<file path="config.mk">
export PLATFORM = sky130hd
export DESIGN_NAME = range_negotiation_ack_barrier_unit
export DESIGN_NICKNAME = d
export VERILOG_FILES = /design/src/hdl/rnab_pkg.sv /design/src/hdl/rnab_cfg.sv /design/src/hdl/rnab_core.sv /design/src/hdl/rnab_fifo.sv /design/src/hdl/range_negotiation_ack_barrier_unit.sv
export SDC_FILE = /design/constraint.sdc
export NUM_CORES = 1
export LEC_CHECK = 0
export ABC_AREA = 1
export BUFFER_PORTS_ARGS = -buffer_cell sky130_fd_sc_hd__buf_4
export CAP_MARGIN = 30
export CORE_MARGIN = 2
export CORE_UTILIZATION = 44
export CTS_CLUSTER_SIZE = 28
export DETAILED_ROUTE_END_ITERATION = 8
export PLACE_DENSITY = 0.73
export SYNTH_ARGS = -nofsm -noshare
export SYNTH_HDL_FRONTEND = slang
export SYNTH_HIERARCHICAL = 1
export SYNTH_SLANG_ARGS = --single-unit
</file>
<file path="constraint.sdc">
create_clock -name clk -period 8.5 [get_ports clk]
set_input_delay 0.425 -clock clk [delete_from_list [all_inputs] [get_ports clk]]
set_output_delay 0.425 -clock clk [all_outputs]
set_load 0.1 [all_outputs]
</file>
<file path="src/hdl/rnab_pkg.sv">
`timescale 1ns / 1ps

package rnab_pkg;

    localparam int MAX_RANKS  = 64;
    localparam int RANK_W     = 7;
    localparam int SRC_W      = 8;
    localparam int ROUND_W    = 32;
    localparam int MAP_W      = MAX_RANKS;
    localparam int BIT_IDX_W  = $clog2(MAX_RANKS);
    localparam int PADDR_W    = 3;
    localparam int PDATA_W    = 32;
    localparam int FIFO_DEPTH = 4;
    localparam int FIFO_PTR_W = $clog2(FIFO_DEPTH);
    localparam int FIFO_CNT_W = FIFO_PTR_W + 1;

    localparam logic [RANK_W-1:0] RESP_SAT       = {RANK_W{1'b1}};
    localparam logic [RANK_W-1:0] RANK_TOTAL_RST = RANK_W'(1);
    localparam logic [RANK_W-1:0] MAX_RANKS_V    = RANK_W'(MAX_RANKS);

    // Register index of rank_total (paddr[2]).
    localparam logic REG_RANK_TOTAL = 1'b0;

    localparam logic [1:0] ACT_INITIATE = 2'd0;
    localparam logic [1:0] ACT_PIVOT    = 2'd1;
    localparam logic [1:0] ACT_ACK      = 2'd2;
    localparam logic [1:0] ACT_EPOCH    = 2'd3;

    localparam logic [2:0] KIND_PIVOTS  = 3'd0;
    localparam logic [2:0] KIND_ACKS    = 3'd1;
    localparam logic [2:0] KIND_RELEASE = 3'd2;
    localparam logic [2:0] KIND_NONE    = 3'd3;
    localparam logic [2:0] KIND_ERROR   = 3'd4;

    localparam logic [2:0] ERR_NONE        = 3'd0;
    localparam logic [2:0] ERR_PIVOT_ROUND = 3'd1;
    localparam logic [2:0] ERR_ACK_ROUND   = 3'd2;
    localparam logic [2:0] ERR_BAD_SENDER  = 3'd3;
    localparam logic [2:0] ERR_DUP_ACK     = 3'd4;
    localparam logic [2:0] ERR_BAD_STATE   = 3'd5;
    localparam logic [2:0] ERR_RESET_RENEG = 3'd6;

    localparam logic [1:0] PCODE_INIT   = 2'd0;
    localparam logic [1:0] PCODE_READY  = 2'd1;
    localparam logic [1:0] PCODE_RENEGO = 2'd2;
    localparam logic [1:0] PCODE_ACK    = 2'd3;

    typedef enum logic [3:0] {
        PH_INIT   = 4'b0001,
        PH_READY  = 4'b0010,
        PH_RENEGO = 4'b0100,
        PH_ACK    = 4'b1000
    } phase_t;

    typedef struct packed {
        logic [2:0]         kind;
        logic [2:0]         error_code;
        logic [ROUND_W-1:0] round;
        logic [1:0]         phase;
        logic [1:0]         prev_phase;
        logic               last;
    } result_t;

    function automatic logic [1:0] phase_code(input phase_t ph);
        logic [1:0] code;
        case (ph)
            PH_INIT:   code = PCODE_INIT;
            PH_READY:  code = PCODE_READY;
            PH_RENEGO: code = PCODE_RENEGO;
            PH_ACK:    code = PCODE_ACK;
            default:   code = PCODE_INIT;
        endcase
        return code;
    endfunction

endpackage

</file>
<file path="src/hdl/rnab_cfg.sv">
`timescale 1ns / 1ps

module rnab_cfg (
    input  logic                          clk,
    input  logic                          rst_n,
    input  logic                          psel,
    input  logic                          penable,
    input  logic                          pwrite,
    input  logic [rnab_pkg::PADDR_W-1:0]  paddr,
    input  logic [rnab_pkg::PDATA_W-1:0]  pwdata,
    output logic [rnab_pkg::PDATA_W-1:0]  prdata,
    output logic                          pready,
    output logic [rnab_pkg::RANK_W-1:0]   rank_total
);

    logic [rnab_pkg::RANK_W-1:0] rank_total_reg;
    logic                        sel_rank_total;

    assign sel_rank_total = (paddr[2] == rnab_pkg::REG_RANK_TOTAL);
    assign pready         = 1'b1;
    assign rank_total     = rank_total_reg;

    always_ff @(posedge clk or negedge rst_n)
    begin
        if (!rst_n)
        begin
            rank_total_reg <= rnab_pkg::RANK_TOTAL_RST;
        end
        else if (psel && penable && pwrite && sel_rank_total)
        begin
            rank_total_reg <= pwdata[rnab_pkg::RANK_W-1:0];
        end
    end

    always_comb
    begin
        prdata = '0;
        if (sel_rank_total)
        begin
            prdata = rnab_pkg::PDATA_W'(rank_total_reg);
        end
    end

endmodule

</file>
<file path="src/hdl/rnab_core.sv">
`timescale 1ns / 1ps

module rnab_core (
    input  logic                          clk,
    input  logic                          rst_n,
    input  logic                          step,
    input  logic [1:0]                    action,
    input  logic [rnab_pkg::SRC_W-1:0]    sender,
    input  logic [rnab_pkg::ROUND_W-1:0]  msg_round,
    input  logic [rnab_pkg::RANK_W-1:0]   rank_total,
    output rnab_pkg::result_t             res0,
    output rnab_pkg::result_t             res1,
    output logic                          two
);

    rnab_pkg::phase_t                cur_phase_reg,        cur_phase_next;
    rnab_pkg::phase_t                earlier_phase_reg,    earlier_phase_next;
    logic [rnab_pkg::ROUND_W-1:0]    pivot_round_reg,      pivot_round_next;
    logic [rnab_pkg::ROUND_W-1:0]    ack_round_reg,        ack_round_next;
    logic [rnab_pkg::RANK_W-1:0]     responders_reg,       responders_next;
    logic [rnab_pkg::MAP_W-1:0]      acked_now_reg,        acked_now_next;
    logic [rnab_pkg::MAP_W-1:0]      acked_next_reg,       acked_next_next;
    logic [rnab_pkg::RANK_W-1:0]     acked_now_count_reg,  acked_now_count_next;
    logic [rnab_pkg::RANK_W-1:0]     acked_next_count_reg, acked_next_count_next;

    logic [rnab_pkg::RANK_W-1:0]     n_eff;
    logic                            bad_sender;
    logic                            pivot_begin;
    logic [rnab_pkg::RANK_W-1:0]     resp_base;
    logic [rnab_pkg::RANK_W-1:0]     resp_inc;
    logic                            pivot_done;
    logic                            ack_is_next;
    logic                            ack_is_now;
    logic [rnab_pkg::MAP_W-1:0]      ack_bit;
    logic [rnab_pkg::RANK_W:0]       now_cnt;
    logic                            ack_complete;
    logic [rnab_pkg::MAP_W-1:0]      next_map_upd;
    logic [rnab_pkg::RANK_W-1:0]     next_cnt_upd;
    logic                            is_error;
    logic [2:0]                      err;
    logic                            two_c;

    assign n_eff = (rank_total > rnab_pkg::MAX_RANKS_V) ? rnab_pkg::MAX_RANKS_V : rank_total;
    assign bad_sender = (sender >= rnab_pkg::SRC_W'(n_eff));

    assign pivot_begin = (cur_phase_reg != rnab_pkg::PH_RENEGO);
    assign resp_base   = pivot_begin ? '0 : responders_reg;
    assign resp_inc    = (resp_base == rnab_pkg::RESP_SAT) ? resp_base
                                                           : resp_base + 1'b1;
    assign pivot_done  = (resp_inc >= n_eff);

    assign ack_is_next  = (msg_round == ack_round_reg + 1'b1);
    assign ack_is_now   = (msg_round == ack_round_reg);
    assign ack_bit      = rnab_pkg::MAP_W'(1) << sender[rnab_pkg::BIT_IDX_W-1:0];
    // The current-round count grows only for an ack of the current round.
    assign now_cnt      = ack_is_next ? {1'b0, acked_now_count_reg}
                                      : {1'b0, acked_now_count_reg} + 1'b1;
    assign ack_complete = (now_cnt >= {1'b0, n_eff});
    assign next_map_upd = ack_is_next ? (acked_next_reg | ack_bit) : acked_next_reg;
    assign next_cnt_upd = ack_is_next ? acked_next_count_reg + 1'b1
                                      : acked_next_count_reg;

    always_comb
    begin
        cur_phase_next        = cur_phase_reg;
        earlier_phase_next    = earlier_phase_reg;
        pivot_round_next      = pivot_round_reg;
        ack_round_next        = ack_round_reg;
        responders_next       = responders_reg;
        acked_now_next        = acked_now_reg;
        acked_next_next       = acked_next_reg;
        acked_now_count_next  = acked_now_count_reg;
        acked_next_count_next = acked_next_count_reg;
        is_error              = 1'b0;
        err                   = rnab_pkg::ERR_NONE;
        two_c                 = 1'b0;
        res0                  = '0;
        res1                  = '0;
        res0.kind             = rnab_pkg::KIND_NONE;
        res1.kind             = rnab_pkg::KIND_NONE;

        case (action)
            rnab_pkg::ACT_INITIATE:
            begin
                if (cur_phase_reg == rnab_pkg::PH_INIT || cur_phase_reg == rnab_pkg::PH_READY)
                begin
                    earlier_phase_next = cur_phase_reg;
                    cur_phase_next     = rnab_pkg::PH_RENEGO;
                    responders_next    = '0;
                    res0.kind          = rnab_pkg::KIND_PIVOTS;
                    res0.round         = pivot_round_reg;
                end
            end
            rnab_pkg::ACT_PIVOT:
            begin
                if (msg_round != pivot_round_reg)
                begin
                    is_error = 1'b1;
                    err      = rnab_pkg::ERR_PIVOT_ROUND;
                end
                else if (bad_sender)
                begin
                    is_error = 1'b1;
                    err      = rnab_pkg::ERR_BAD_SENDER;
                end
                else
                begin
                    responders_next = resp_inc;
                    if (pivot_begin)
                    begin
                        earlier_phase_next = cur_phase_reg;
                        cur_phase_next     = rnab_pkg::PH_RENEGO;
                        res0.kind          = rnab_pkg::KIND_PIVOTS;
                        res0.round         = pivot_round_reg;
                    end
                    if (pivot_done)
                    begin
                        pivot_round_next   = pivot_round_reg + 1'b1;
                        earlier_phase_next = rnab_pkg::PH_RENEGO;
                        cur_phase_next     = rnab_pkg::PH_ACK;
                        if (pivot_begin)
                        begin
                            two_c      = 1'b1;
                            res1.kind  = rnab_pkg::KIND_ACKS;
                            res1.round = ack_round_reg;
                        end
                        else
                        begin
                            res0.kind  = rnab_pkg::KIND_ACKS;
                            res0.round = ack_round_reg;
                        end
                    end
                end
            end
            rnab_pkg::ACT_ACK:
            begin
                if (!ack_is_now && !ack_is_next)
                begin
                    is_error = 1'b1;
                    err      = rnab_pkg::ERR_ACK_ROUND;
                end
                else if (bad_sender)
                begin
                    is_error = 1'b1;
                    err      = rnab_pkg::ERR_BAD_SENDER;
                end
                else if (ack_is_next ? |(acked_next_reg & ack_bit)
                                     : |(acked_now_reg & ack_bit))
                begin
                    is_error = 1'b1;
                    err      = rnab_pkg::ERR_DUP_ACK;
                end
                else if (ack_complete && cur_phase_reg != rnab_pkg::PH_ACK
                         && cur_phase_reg != rnab_pkg::PH_RENEGO)
                begin
                    is_error = 1'b1;
                    err      = rnab_pkg::ERR_BAD_STATE;
                end
                else if (ack_complete)
                begin
                    // Barrier done: the next-round map becomes the current one.
                    acked_now_next        = next_map_upd;
                    acked_now_count_next  = next_cnt_upd;
                    acked_next_next       = '0;
                    acked_next_count_next = '0;
                    ack_round_next        = ack_round_reg + 1'b1;
                    if (cur_phase_reg == rnab_pkg::PH_ACK)
                    begin
                        earlier_phase_next = cur_phase_reg;
                        cur_phase_next     = rnab_pkg::PH_READY;
                        res0.kind          = rnab_pkg::KIND_RELEASE;
                    end
                end
                else if (ack_is_next)
                begin
                    acked_next_next       = next_map_upd;
                    acked_next_count_next = next_cnt_upd;
                end
                else
                begin
                    acked_now_next       = acked_now_reg | ack_bit;
                    acked_now_count_next = now_cnt[rnab_pkg::RANK_W-1:0];
                end
            end
            rnab_pkg::ACT_EPOCH:
            begin
                if (cur_phase_reg == rnab_pkg::PH_RENEGO)
                begin
                    is_error = 1'b1;
                    err      = rnab_pkg::ERR_RESET_RENEG;
                end
                else
                begin
                    cur_phase_next = rnab_pkg::PH_INIT;
                end
            end
            default:
            begin
                is_error = 1'b0;
            end
        endcase

        if (is_error)
        begin
            cur_phase_next        = cur_phase_reg;
            earlier_phase_next    = earlier_phase_reg;
            pivot_round_next      = pivot_round_reg;
            ack_round_next        = ack_round_reg;
            responders_next       = responders_reg;
            acked_now_next        = acked_now_reg;
            acked_next_next       = acked_next_reg;
            acked_now_count_next  = acked_now_count_reg;
            acked_next_count_next = acked_next_count_reg;
            two_c                 = 1'b0;
            res0.kind             = rnab_pkg::KIND_ERROR;
            res0.error_code       = err;
            res0.round            = '0;
        end

        res0.phase      = rnab_pkg::phase_code(cur_phase_next);
        res0.prev_phase = rnab_pkg::phase_code(earlier_phase_next);
        res0.last       = !two_c;
        res1.phase      = res0.phase;
        res1.prev_phase = res0.prev_phase;
        res1.last       = 1'b1;
    end

    assign two = two_c;

    always_ff @(posedge clk or negedge rst_n)
    begin
        if (!rst_n)
        begin
            cur_phase_reg        <= rnab_pkg::PH_INIT;
            earlier_phase_reg    <= rnab_pkg::PH_INIT;
            pivot_round_reg      <= '0;
            ack_round_reg        <= '0;
            responders_reg       <= '0;
            acked_now_reg        <= '0;
            acked_next_reg       <= '0;
            acked_now_count_reg  <= '0;
            acked_next_count_reg <= '0;
        end
        else if (step)
        begin
            cur_phase_reg        <= cur_phase_next;
            earlier_phase_reg    <= earlier_phase_next;
            pivot_round_reg      <= pivot_round_next;
            ack_round_reg        <= ack_round_next;
            responders_reg       <= responders_next;
            acked_now_reg        <= acked_now_next;
            acked_next_reg       <= acked_next_next;
            acked_now_count_reg  <= acked_now_count_next;
            acked_next_count_reg <= acked_next_count_next;
        end
    end

endmodule

</file>
<file path="src/hdl/rnab_fifo.sv">
`timescale 1ns / 1ps

module rnab_fifo (
    input  logic                clk,
    input  logic                rst_n,
    input  logic                push,
    input  logic                push_two,
    input  rnab_pkg::result_t   din0,
    input  rnab_pkg::result_t   din1,
    input  logic                pop,
    output rnab_pkg::result_t   dout,
    output logic                out_valid,
    output logic                room
);

    rnab_pkg::result_t                 mem [rnab_pkg::FIFO_DEPTH];
    logic [rnab_pkg::FIFO_PTR_W-1:0]   wr_ptr_reg, wr_ptr_next;
    logic [rnab_pkg::FIFO_PTR_W-1:0]   rd_ptr_reg, rd_ptr_next;
    logic [rnab_pkg::FIFO_CNT_W-1:0]   count_reg,  count_next;
    logic [rnab_pkg::FIFO_CNT_W-1:0]   push_cnt;
    logic                              do_pop;

    assign do_pop    = pop && (count_reg != '0);
    assign push_cnt  = push ? (push_two ? rnab_pkg::FIFO_CNT_W'(2) : rnab_pkg::FIFO_CNT_W'(1))
                            : '0;
    assign out_valid = (count_reg != '0);
    assign dout      = mem[rd_ptr_reg];
    // Two free slots are needed since one beat can leave two results.
    assign room      = (count_reg <= rnab_pkg::FIFO_CNT_W'(rnab_pkg::FIFO_DEPTH - 2));

    assign wr_ptr_next = wr_ptr_reg + push_cnt[rnab_pkg::FIFO_PTR_W-1:0];
    assign rd_ptr_next = rd_ptr_reg + rnab_pkg::FIFO_PTR_W'(do_pop);
    assign count_next  = count_reg + push_cnt - rnab_pkg::FIFO_CNT_W'(do_pop);

    always_ff @(posedge clk or negedge rst_n)
    begin
        if (!rst_n)
        begin
            wr_ptr_reg <= '0;
            rd_ptr_reg <= '0;
            count_reg  <= '0;
        end
        else
        begin
            wr_ptr_reg <= wr_ptr_next;
            rd_ptr_reg <= rd_ptr_next;
            count_reg  <= count_next;
        end
    end

    always_ff @(posedge clk)
    begin
        if (push)
        begin
            mem[wr_ptr_reg] <= din0;
            if (push_two)
            begin
                mem[wr_ptr_reg + 1'b1] <= din1;
            end
        end
    end

endmodule

</file>
<file path="src/hdl/range_negotiation_ack_barrier_unit.sv">
`timescale 1ns / 1ps
// Channel   Handshake                Payload
// in        in_valid / in_ready      action, sender, msg_round
// out       out_valid / out_ready    kind, error_code, round, phase, prev_phase, last
// cfg       APB, pready tied high    paddr, pwdata, prdata (rank_total at 0x0)
//
// One event is taken per cycle unless the input stalls. It is held in the input
// register, where it is resolved against the barrier state, and its results enter a
// four-beat output queue at the edge on which the event leaves that register. A
// pivot that both opens and closes a round gives two result beats. The input stalls
// only while an event is held and the queue has fewer than two free slots. Reset
// clears all phase, round, bitmap and queue state; rank_total resets to one.

module range_negotiation_ack_barrier_unit (
    input  logic                          clk,
    input  logic                          rst_n,
    input  logic                          in_valid,
    output logic                          in_ready,
    input  logic [1:0]                    action,
    input  logic [rnab_pkg::SRC_W-1:0]    sender,
    input  logic [rnab_pkg::ROUND_W-1:0]  msg_round,
    output logic                          out_valid,
    input  logic                          out_ready,
    output logic [2:0]                    kind,
    output logic [2:0]                    error_code,
    output logic [rnab_pkg::ROUND_W-1:0]  round,
    output logic [1:0]                    phase,
    output logic [1:0]                    prev_phase,
    output logic                          last,
    input  logic                          psel,
    input  logic                          penable,
    input  logic                          pwrite,
    input  logic [rnab_pkg::PADDR_W-1:0]  paddr,
    input  logic [rnab_pkg::PDATA_W-1:0]  pwdata,
    output logic [rnab_pkg::PDATA_W-1:0]  prdata,
    output logic                          pready
);

    logic                          in_valid_reg;
    logic [1:0]                    action_reg;
    logic [rnab_pkg::SRC_W-1:0]    sender_reg;
    logic [rnab_pkg::ROUND_W-1:0]  msg_round_reg;
    logic [rnab_pkg::RANK_W-1:0]   rank_total;
    logic                          step;
    logic                          room;
    logic                          two;
    rnab_pkg::result_t             res0;
    rnab_pkg::result_t             res1;
    rnab_pkg::result_t             head;

    assign step     = in_valid_reg && room;
    assign in_ready = !in_valid_reg || step;

    always_ff @(posedge clk or negedge rst_n)
    begin
        if (!rst_n)
        begin
            in_valid_reg <= 1'b0;
        end
        else if (in_ready)
        begin
            in_valid_reg <= in_valid;
        end
    end

    always_ff @(posedge clk)
    begin
        if (in_ready && in_valid)
        begin
            action_reg    <= action;
            sender_reg    <= sender;
            msg_round_reg <= msg_round;
        end
    end

    rnab_cfg u_cfg (
        .clk        (clk),
        .rst_n      (rst_n),
        .psel       (psel),
        .penable    (penable),
        .pwrite     (pwrite),
        .paddr      (paddr),
        .pwdata     (pwdata),
        .prdata     (prdata),
        .pready     (pready),
        .rank_total (rank_total)
    );

    rnab_core u_core (
        .clk        (clk),
        .rst_n      (rst_n),
        .step       (step),
        .action     (action_reg),
        .sender     (sender_reg),
        .msg_round  (msg_round_reg),
        .rank_total (rank_total),
        .res0       (res0),
        .res1       (res1),
        .two        (two)
    );

    rnab_fifo u_fifo (
        .clk       (clk),
        .rst_n     (rst_n),
        .push      (step),
        .push_two  (two),
        .din0      (res0),
        .din1      (res1),
        .pop       (out_ready),
        .dout      (head),
        .out_valid (out_valid),
        .room      (room)
    );

    assign kind       = head.kind;
    assign error_code = head.error_code;
    assign round      = head.round;
    assign phase      = head.phase;
    assign prev_phase = head.prev_phase;
    assign last       = head.last;

endmodule

</file>
### Word-level counts from Yosys, hierarchy flattened

Memory sizes are Yosys's and may differ from the RTL's.
Index checks and enable logic that the tools add are counted.

* RAM bits: 172
* register bits after elaboration: 278
* memories: 1

Memories
* u_fifo.mem: words 4, bits a word 43, rd ports 1, clocked after Yosys merged registers in 0, wr ports 2, RTL line rnab_fifo.sv:16 `rnab_pkg::result_t mem [rnab_pkg::FIFO_DEPTH];`

* $add $sub $neg: 10
* order comparisons: 5
* muxes and demuxes: 109
* equal/unequal tests: 23
* reductions and logical operators: 26
* shift operators: 1
* bitwise gates (word level): 11

Operators with widths (count)
* 32-bit 2-to-1 mux: 11
* 64-bit 2-to-1 mux: 5
* 64-bit bitwise AND: 2
* 64-bit OR: 2
* 64-bit OR reduction: 2
* 4-bit 2-to-1 mux: 25
* 7-bit 2-to-1 mux: 12
* 32-bit by 1-bit adder with 32-bit output (second input constant): 2
* 32-bit == test: 2
* 32-bit case mux with 2 select lines: 1
* 1-bit by 6-bit left shift with 64-bit output (first input constant): 1
* 3-bit 2-to-1 mux: 19
* 38-bit 2-to-1 mux: 1
* 32-bit != test: 1
* 8-bit AND reduction: 3
* 1-bit 2-to-1 mux: 20
* 3-bit case mux with 3 select lines: 2
* 8-bit by 7-bit greater-or-equal comparator with 1-bit output: 2
* 4-bit case mux with 4 select lines: 1
* 7-bit by 1-bit adder with 7-bit output (second input constant): 2
* 7-bit case mux with 2 select lines: 1
* 4-bit by 2-bit == test with 1-bit output (second input constant): 3
* 4-bit by 3-bit == test with 1-bit output (second input constant): 3
* 4-bit == test (second input constant): 3
* other kinds (30): 59

### Longest topological paths before layout

* depth in word-level cells: 16
* mapped depth: 48

### Modules after synthesis

Netlist, hierarchy kept.

Modules (own cells, without submodules)
* rnab_core: seq. area each 5532.8 sq um, instances 1, cells each 2578, area each 16728.5 sq um
* rnab_fifo: seq. area each 5340.1 sq um, instances 1, cells each 948, area each 8876.0 sq um
* range_negotiation_ack_barrier_unit: seq. area each 1286.2 sq um, instances 1, cells each 50, area each 1313.8 sq um
* rnab_cfg: seq. area each 176.4 sq um, instances 1, cells each 76, area each 573.0 sq um

### Least setup slack after synthesis

No wires, ideal clock.

* path type: reg-to-reg
* from: register u_core.cur_phase_reg[1]
* to: memory u_fifo/mem[3][0] (netlist name), enable pin
* period minus slack after synthesis: 5816 ps
* cell stages (with the launch flop): 27
* data required time: 7709 ps
* data arrival time: 5025 ps
* buffers on the path: 1
* slack: 2684 ps
* path through: dfrtp_1 nor2_1 nand2_1 nor2_1 inv_1 nor2_1 ha_1 nand4_1 nor2_1 nand2_1 nor2_1 inv_1 o21ai_0 ha_1 nand2_1 nor2_1 nand4_1 nand3_1 inv_1 nor2_1 inv_1 nor2_1 nand2_2 inv_4 nand2_2 clkbuf_1 o21ai_0

RTL lines
* from (decl): RTL line rnab_core.sv:16 `rnab_pkg::phase_t cur_phase_reg, cur_phase_next;`
* from (signal assigned): RTL line rnab_core.sv:234 `cur_phase_reg <= rnab_pkg::PH_INIT;`
* from (signal assigned): RTL line rnab_core.sv:246 `cur_phase_reg <= cur_phase_next;`
* to (decl): RTL line rnab_fifo.sv:16

==> impl_metrics.json <==
{
  "status": "completed",
  "ys_warn_count": 6,
  "worstPathRequired_ns": 8.80,
  "cp-start-kind": "flip-flop",
  "port_buffers": 108,
  "hpwlAfterDp_um": 52240,
  "drt_iter0_markers": 2597,
  "cts_root_buf": "clkbuf_16",
  "synth_area_leader_cell": "edfxtp_1",
  "crit_type": "flip-flop to flip-flop",
  "row_count": 91,
  "wl_um": 78010,
  "yosys-top-cells-area": "edfxtp_1 (23%), dfrtp_1 (21%), nand2_1 (13%)",
  "final_cells": 4573,
  "period_minus_slack_ns": 6.722,
  "postCtsSetupBuffers": 0,
  "rsz0062_at_grt": "no",
  "floorplan.die_area_um2": 64500,
  "synth_fa_ha_area_share_pct": 1.393,
  "drv_cap": 0,
  "finalMaxSlewViolations": 0,
  "track_usage_pct": 23.93,
  "synth_mux_area_share_pct": 0,
  "clock-skew-final_ns": 0.06217,
  "yosys_register_bits": 450,
  "max-slew-margin-rel_pct": 32.69,
  "synthFlopType": "dfrtp_1",
  "period_share_pct": 79.08,
  "hp-class": "primary input to flip-flop",
  "grt_max_degree": 162,
  "synth.top_cell.area_share_pct": 23.38,
  "initial_core_util_pct": 44.55,
  "dr.pass1.iters": 6,
  "netlist_area_um2": 27490,
  "async_flop_share_pct": 52.44,
  "finalHoldViolCount": 0,
  "synthSimpleGateAreaFrac_pct": 24.24,
  "finalPower_uw": 8573,
  "grt_pass1_wl_um": 121600,
  "ys_seq_area_share_pct": 44.87,
  "cts_made_buffers": 48,
  "drc": 0,
  "synthXorXnorAreaFrac_pct": 3.313,
  "nets": 3810,
  "arrival_ns": 7.02,
  "clock_latency_ns": 0.61,
  "synth_cells": 3652,
  "overflow": 0,
  "antenna_found_initial": 1,
  "worst_slew_pin_slew_ns": 0.9991,
  "avgSynthCellArea_um2": 7.528,
  "ir_worst_vdd_v": 0.0003046,
  "die_w_um": 254.0,
  "cts.sinks": 450,
  "yosys-top-cells-count": "nand2_1 (919), o21ai_0 (424), nor2_1 (420), inv_1 (374), dfrtp_1 (233)",
  "vias_per_cell": 5.367,
  "placed_cells": 4437,
  "setup_violations": 0,
  "worst_setup_path_end_kind": "flip-flop",
  "synth_top_family_by_area": "simple AND/OR/NAND/NOR gates",
  "cts_tree": "done",
  "path_clk_slew_ns": 0.06,
  "vias": 24540,
  "regArea_um2": 12340,
  "fill_cells": 5958,
  "total_leakage_power_uw": 0.01261,
  "drive_above_1_share_pct": 7.845,
  "largest_reg_flops": 172,
  "yosysMostFrequentCell": "nand2_1",
  "ant_nets": 0,
  "grt_pass1_vias": 21800,
  "num_io_pins": 162,
  "hold_slack_ns": 0.05055,
  "yosys.cell_types.count": 58,
  "crit_path_max_fanout": 87,
  "multi_input_area_um2": 12670,
  "power_density_nw_per_um2": 279.3,
  "wl_per_cell_um": 17.06,
  "synth_compound_area_share_pct": 16.52,
  "synth_edf_count": 214,
  "die_h_um": 254.0,
  "cts.htree.levels": 2,
  "ctsResizeCount": 0,
  "tns_ns": 0,
  "finalWeightedCongestion": 0.9489,
  "cts_buffer_depth": 3,
  "syn2layout_area_growth_pct": 11.65,
  "max_freq_ghz": 0.1488,
  "core_area_um2": 61710
}
[path summary, 6_finish.rpt]
| path | endpoint | slack, ns | cells after the start | start |
|---|---|---|---|---|
| worst max register to register | u_fifo/mem[2][12] | 1.78 | 27 | u_core/cur_phase_reg[1] |
| max in group asynchronous | u_core/ack_round_reg[10] | 6.76 | 3 | rst_n |
| worst min register to register | u_cfg/rank_total[0] | 0.49 | 2 | u_cfg/rank_total[0] |
| worst min-delay path | u_cfg/rank_total[0] | 0.05 | 3 | pwdata[0] |
| worst max-delay path | u_fifo/mem[2][12] | 1.78 | 27 | u_core/cur_phase_reg[1] |
| min in group asynchronous | u_core/acked_now_reg[57] | 0.40 | 2 | rst_n |
[critical path, cell delays in order (launching register included)]
cell and delay, ns:
dfrtp_1 0.41, nor2_1 0.21, nand2_1 0.14, nor2_4 0.11
buf_4 0.63, nand4_1 0.31, nor2_1 0.17, nand2_1 0.08
nor2_1 0.12, nand2_1 0.07, o21ai_0 0.08, inv_1 0.09
ha_1 0.30, nand2_1 0.06, o21ai_0 0.16, nand4_1 0.10
nand3_1 0.12, buf_4 0.43, inv_1 0.22, nor2_1 0.14
inv_1 0.13, nor2_1 0.38, nand2_2 0.18, inv_4 0.12
nand3_4 0.06, buf_4 0.39, nand2_2 0.75, buf_4 0.39
[placed cells by master (no fill, tap or decap), types with 4 or more instances in the layout]
cell	count
nand2_1	914
o21ai_0	423
nor2_1	419
inv_1	373
dfrtp_1	232
edfxtp_1	214
o21ai_1	145
nand3_1	142
buf_4	134
a21oi_1	93
xor2_1	77
o22ai_1	57
clkbuf_16	48
dlygate4sd3_1	43
nand4_1	41
a31oi_1	34
conb_1	32
o21bai_1	29
ha_1	29
nor3_1	28
xnor2_1	27
nor4_1	16
nor2_2	13
clkbuf_1	12
nand2_2	12
a21o_1	12
o21ai_2	12
clkinv_1	10
or2_2	10
clkinv_2	9
inv_2	9
o31ai_1	9
nand3b_1	7
bufinv_16	4
nor2_4	4
a21oi_2	4
buf_16	4
[logic make-up after synthesis]
family | Yosys count
XOR/XNOR | 104
adder cells (fa/ha/maj) | 30
buffers and inverters | 606
AND/OR/NAND/NOR | 1621
other | 4
AO/OA/AOI/OAI | 837
flip-flops | 450
[where the power goes]
part / leakage (uW) / switching, uW / internal [uW] / total, uW
Combinational: 0.00657 / 2870 / 791 / 3660
Clock: 0.000755 / 901 / 1180 / 2080
Sequential: 0.00528 / 179 / 2660 / 2830
[metal layers]
layer	track usage (%)	share of wire (%)	vias to the layer above
li1	-	-	12030
met1	34.77	44	11310
met2	36.46	44	1082
met3	4.814	10	119
met4	6.000	2.1	0
met5	0	0	-
[timing repair]
item,4_1_cts,5_1_grt
endpoints found under the setup margin,0,0
hold buffers,43,0
hold endpoints to repair,115,0
[stage by stage]
| step | cell area (um^2) | worst slack (ns) | util (%) |
|---|---|---|---|
| CTS | 30630 | 1.884 | 49.63 |
| detailed placement | 28650 | 1.910 | 46.43 |
| global placement | 28560 | 1.800 | 46.28 |
| floorplan | 27600 | 2.684 | - |
| global route | 30690 | 1.261 | 49.73 |
| finish | 30690 | 1.778 | 49.74 |
[final cells by class]
type	instances	share of cell area [%]
diodes	1	0.008153
clock buffers	61	4.105
clock inverters	28	0.9376
inverters	385	4.716
multi-input cells	2624	41.27
flip-flops and latches	450	40.19
well taps	837	3.412
repair buffers	187	5.356
Note: power is estimated with default switching activity, not from simulation.
